===== src/sv39m_pkg.sv =====
// ----------------------------------------------------------------------------
// sv39m_pkg
// Shared types and constants of the Sv39 page table mapper: payload
// structs, status codes and the controller to datapath signal groups.
// ----------------------------------------------------------------------------
package sv39m_pkg;

    localparam int ENTRIES_PER_LEVEL = 512;
    localparam int IDX_W             = 9;
    localparam int PPN_W             = 44;
    localparam int VA_W              = 39;
    localparam int PA_W              = 56;
    localparam int PTE_W             = 54;
    localparam int FLAGS_W           = 8;
    localparam int OFFSET_W          = 12;

    typedef enum logic [1:0] {
        ST_MAPPED    = 2'd0,
        ST_EXHAUSTED = 2'd1,
        ST_OUTSIDE   = 2'd2
    } t_status;

    typedef struct packed {
        logic [VA_W-1:0]    virtual_address;
        logic [PA_W-1:0]    physical_address;
        logic [1:0]         leaf_level;
        logic [FLAGS_W-1:0] leaf_flags;
    } t_req;

    typedef struct packed {
        logic [1:0]       status;
        logic [PA_W-1:0]  leaf_entry_address;
        logic [PTE_W-1:0] leaf_entry_value;
        logic [1:0]       tables_allocated;
    } t_rsp;

    typedef logic [PPN_W-1:0] t_cfg;

    // commands from the controller
    typedef struct packed {
        logic clear;
        logic load;
        logic rd;
        logic eval;
        logic leaf;
        logic out_load;
    } t_cmd;

    // status back to the controller
    typedef struct packed {
        logic clear_last;
        logic req_walk;
        logic eval_fail;
        logic eval_more;
        logic out_free;
    } t_sts;

endpackage


===== src/sv39m_ctrl.sv =====
// ----------------------------------------------------------------------------
// sv39m_ctrl
// Controller of the mapper: clearing sweep, walk sequencing per level,
// leaf write and hand-over of the result to the output register.
// ----------------------------------------------------------------------------
module sv39m_ctrl (
    input  logic            i_clk,
    input  logic            i_rst_n,
    input  logic            i_req_valid,
    output logic            o_req_ready,
    input  sv39m_pkg::t_sts i_sts,
    output sv39m_pkg::t_cmd o_cmd
);

    typedef enum logic [5:0] {
        S_CLEAR = 6'b000001,
        S_IDLE  = 6'b000010,
        S_READ  = 6'b000100,
        S_EVAL  = 6'b001000,
        S_LEAF  = 6'b010000,
        S_DONE  = 6'b100000
    } t_state;

    t_state r_state;
    t_state n_state;

    always_ff @(posedge i_clk) begin
        if (!i_rst_n) begin
            r_state <= S_CLEAR;
        end else begin
            r_state <= n_state;
        end
    end

    always_comb begin
        n_state     = r_state;
        o_cmd       = '0;
        o_req_ready = 1'b0;
        case (r_state)
            S_CLEAR: begin
                o_cmd.clear = 1'b1;
                if (i_sts.clear_last) begin
                    n_state = S_IDLE;
                end
            end
            S_IDLE: begin
                o_req_ready = 1'b1;
                if (i_req_valid) begin
                    o_cmd.load = 1'b1;
                    n_state    = i_sts.req_walk ? S_READ : S_LEAF;
                end
            end
            S_READ: begin
                o_cmd.rd = 1'b1;
                n_state  = S_EVAL;
            end
            S_EVAL: begin
                o_cmd.eval = 1'b1;
                if (i_sts.eval_fail) begin
                    n_state = S_DONE;
                end else if (i_sts.eval_more) begin
                    n_state = S_READ;
                end else begin
                    n_state = S_LEAF;
                end
            end
            S_LEAF: begin
                o_cmd.leaf = 1'b1;
                n_state    = S_DONE;
            end
            S_DONE: begin
                if (i_sts.out_free) begin
                    o_cmd.out_load = 1'b1;
                    n_state        = S_IDLE;
                end
            end
            default: begin
                n_state = S_CLEAR;
            end
        endcase
    end

endmodule


===== config.mk =====
export PLATFORM = sky130hd
export DESIGN_NAME = sv39m_ctrl
export DESIGN_NICKNAME = d
export VERILOG_FILES = /design/src/sv39m_pkg.sv /design/src/sv39m_ctrl.sv
export SDC_FILE = /design/constraint.sdc
export NUM_CORES = 1
export LEC_CHECK = 0
export ABC_AREA = 1
export BUFFER_PORTS_ARGS = -buffer_cell sky130_fd_sc_hd__buf_2
export CORE_AREA = 2 2 39 41
export DETAILED_ROUTE_END_ITERATION = 10
export DIE_AREA = 0 0 41 43
export HOLD_SLACK_MARGIN = 0.02
export PLACE_DENSITY = 0.63
export RECOVER_POWER = 25
export SYNTH_ARGS = -nofsm -noshare
export SYNTH_HDL_FRONTEND = slang
export SYNTH_SLANG_ARGS = --single-unit

===== constraint.sdc =====
create_clock -name i_clk -period 1.4 [get_ports i_clk]
set_input_delay 0.07 -clock i_clk [delete_from_list [all_inputs] [get_ports i_clk]]
set_output_delay 0.07 -clock i_clk [all_outputs]
set_load 0.02 [all_outputs]

==> run summary <==
# setup viols final: 0
Synth Area in XOR/XNOR: 0%
Max reg flops: 6
Crit path time final: 1.25 ns
VDD IR-drop max: 0.000399 V
Crit. End Element: output pin
Clock sink count: 6
Fill cell count: 152
Worst-path clk slew: 0.04 ns
Starting density of the core: 30.5%
Number of synthesized flops with an enable pin: 0
Vias in the first global route: 395
Worst Tran Pin Value: 0.215 ns
Synth Flop Type: dfxtp_1
Status: completed
Maximum root-to-sink buffer count: 2
Post-synthesis adder-cell area fraction: 0%
IO Count: 15
Async set-reset flop share out of synthesis: 0%
Core area: 1380 sq um
Final Routed Wirelength: 861 microns
Final Max Tran Viols: 0
Reg-to-reg slack, setup: 0.25 ns
Average wire per standard cell: 8.61 microns
Startpoint Class: flop
Area of the multi-input gates: 228 sq um
Port bufs: 14
Leak: 0.327 nW
Largest net degree at the start of global routing: 7
CP max FO: 4
Layout area overhead: 26.1%
CP Launch Point: r_state[3]
Simple-gate share of the synthesized area: 49.3%
Max cap viols: 0
Proportion of synthesized area in mux cells: 0%
Die X: 41 microns
Fmax: 799 MHz
Die footprint: 1760 sq um
Clk_lat worst skew: 0.25 ns
Launch point of the worst reg-to-reg path: r_state[1]
Share of post-route cells with drive strength above 1: 33.3%
Final Hold Vio Count: 0
Via count: 440
Htree depth: 1
RePlAce Congestion: 0.844
Mapped Nets: 75
Hold Path Class: input port to flop
Initial DRC Count: 4
Worst EP arrival: 1.18 ns
Max-slew headroom at the worst pin: 85.7%
Number of synthesized register bits: 6
Vias/cell: 4.40
Main combinational cell family by area after synthesis: simple AND/OR/NAND/NOR gates
Cells after Synth: 67
Post-Syn Area per Cell: 6.29 sq um
Global-route wire length before repair: 1450 microns
TritonRoute pass-1 iters: 4
Nets: 94
Synth Area in Compound Gates: 5.34%
PwrDens: 973 nW/um^2
Row cnt: 14
RSZ-0062 raised after global routing: no
Sequential cell area: 120 sq um
Num CTS Buffers: 3
Chip Height: 43 microns
Root Driver: clkbuf_4
Most flops, register: r_state
Post-synthesis sequential area ratio: 28.5%
WP data required: 1.33 ns
Synth unique cells: 16
Yosys warning count: 0
Post-Syn Area: 422 sq um
Hold_ws: 0.0569 ns
R2R cell count: 6
Setup crit end: o_cmd[2]
Number of nets with antenna violations after routing: 0
Number of hold buffers added after cts: 0
# Post-CTS Setup Buffers: 0
ANT cells: 0
PostCTS Resize Cnt: 0
Final Cycle Share: 89.4%
Post-DP HPWL: 693 microns
Clock skew: 0.00101 ns
Overall routing resource usage: 13.0%
Initial antenna violation count: 0
Grt ovf: 0
TritonCTS clock tree: done
Critical Setup Path Class: flop to output pin
Min-Delay Path Depth: 2
R2R Path End: r_state[4]
Drc violations: 0
Setup TNS: 0 ns
Largest regs: r_state (6)
-- area by class of cell --
type                            count  area share [%]
Inverter                           19            13.4
Timing Repair Buffer               14            13.2
Sequential cell                     6            22.6
Tap cell                           16            3.76
Multi-Input combinational cell     42            42.8
Clock buffer                        3            4.24
-- cell families after synthesis --
kind of cell	Yosys count
and+or+nand+nor	38
buffers and inverters	19
DFF	6
AOI/OAI and AO/OA	4
-- power breakdown --
group / switching (mW) / internal (mW)
sequential: 0.0136 / 0.187
combinational: 0.107 / 0.0541
clock: 0.0594 / 0.0967
total: 0.180 / 0.338
-- layer usage --
metal | GRT usage (%) | routed length [microns]
met1 | 14.0 | 360
met2 | 18.4 | 403
met3 | 4.71 | 56
met4 | 12.0 | 40
met5 | 0 | 0
-- critical path, stage by stage, from the launching register on --
cell and delay, ns:
dfxtp_1 0.38, inv_1 0.06, nor2_1 0.13, nand3_2 0.12
inv_2 0.09, buf_2 0.16
-- worst min-delay path by stage --
| stage | start | slack (ns) | to |
|---|---|---|---|
| floorplan | i_rst_n | 0.15 | r_state[0] |
| global placement | i_rst_n | 0.31 | r_state[5] |
| detailed placement | i_rst_n | 0.30 | r_state[0] |
| CTS | i_rst_n | 0.06 | r_state[0] |
| global route | i_rst_n | 0.06 | r_state[0] |
| finish | i_rst_n | 0.06 | r_state[0] |
-- metrics by stage --
stage / instances / util (%) / power, mW / instance area, sq um / setup WS (ns)
3_5_place_dp: 97 / 37.0 / 0.364 / 512 / 0.280
5_1_grt: 100 / 38.4 / 0.554 / 532 / 0.0267
4_1_cts: 100 / 38.6 / 0.521 / 534 / 0.145
2_1_floorplan: 67 / - / 0.320 / 422 / 0.354
6_report: 100 / 38.4 / 0.518 / 532 / 0.149
3_3_place_gp: 97 / 37.0 / 0.364 / 512 / 0.269
-- synthesized netlist by cell type, types with 2 or more instances --
library cell,instances,share of area (%)
nand4_1,2,3.0
nand3_2,2,4.7
nor2_4,2,5.3
nand2_1,8,7.1
nor2_2,3,4.5
dfxtp_1,6,28
inv_1,16,14
inv_2,3,2.7
nand3_1,7,8.3
nor2_1,12,11
-- cells in the final DEF, fill, tap and decap left out, types with 2 or more instances in the layout --
cell      netlist  routed
nor2_2          3       2
inv_1          16      16
buf_2           0      14
nor2_1         12      13
inv_2           3       3
nand2_1         8       8
nand3_1         7       7
nand3_2         2       2
dfxtp_1         6       6
nor2_4          2       2
nand4_1         2       2
clkbuf_4        0       3
Note: power is estimated with default switching activity, not from simulation.
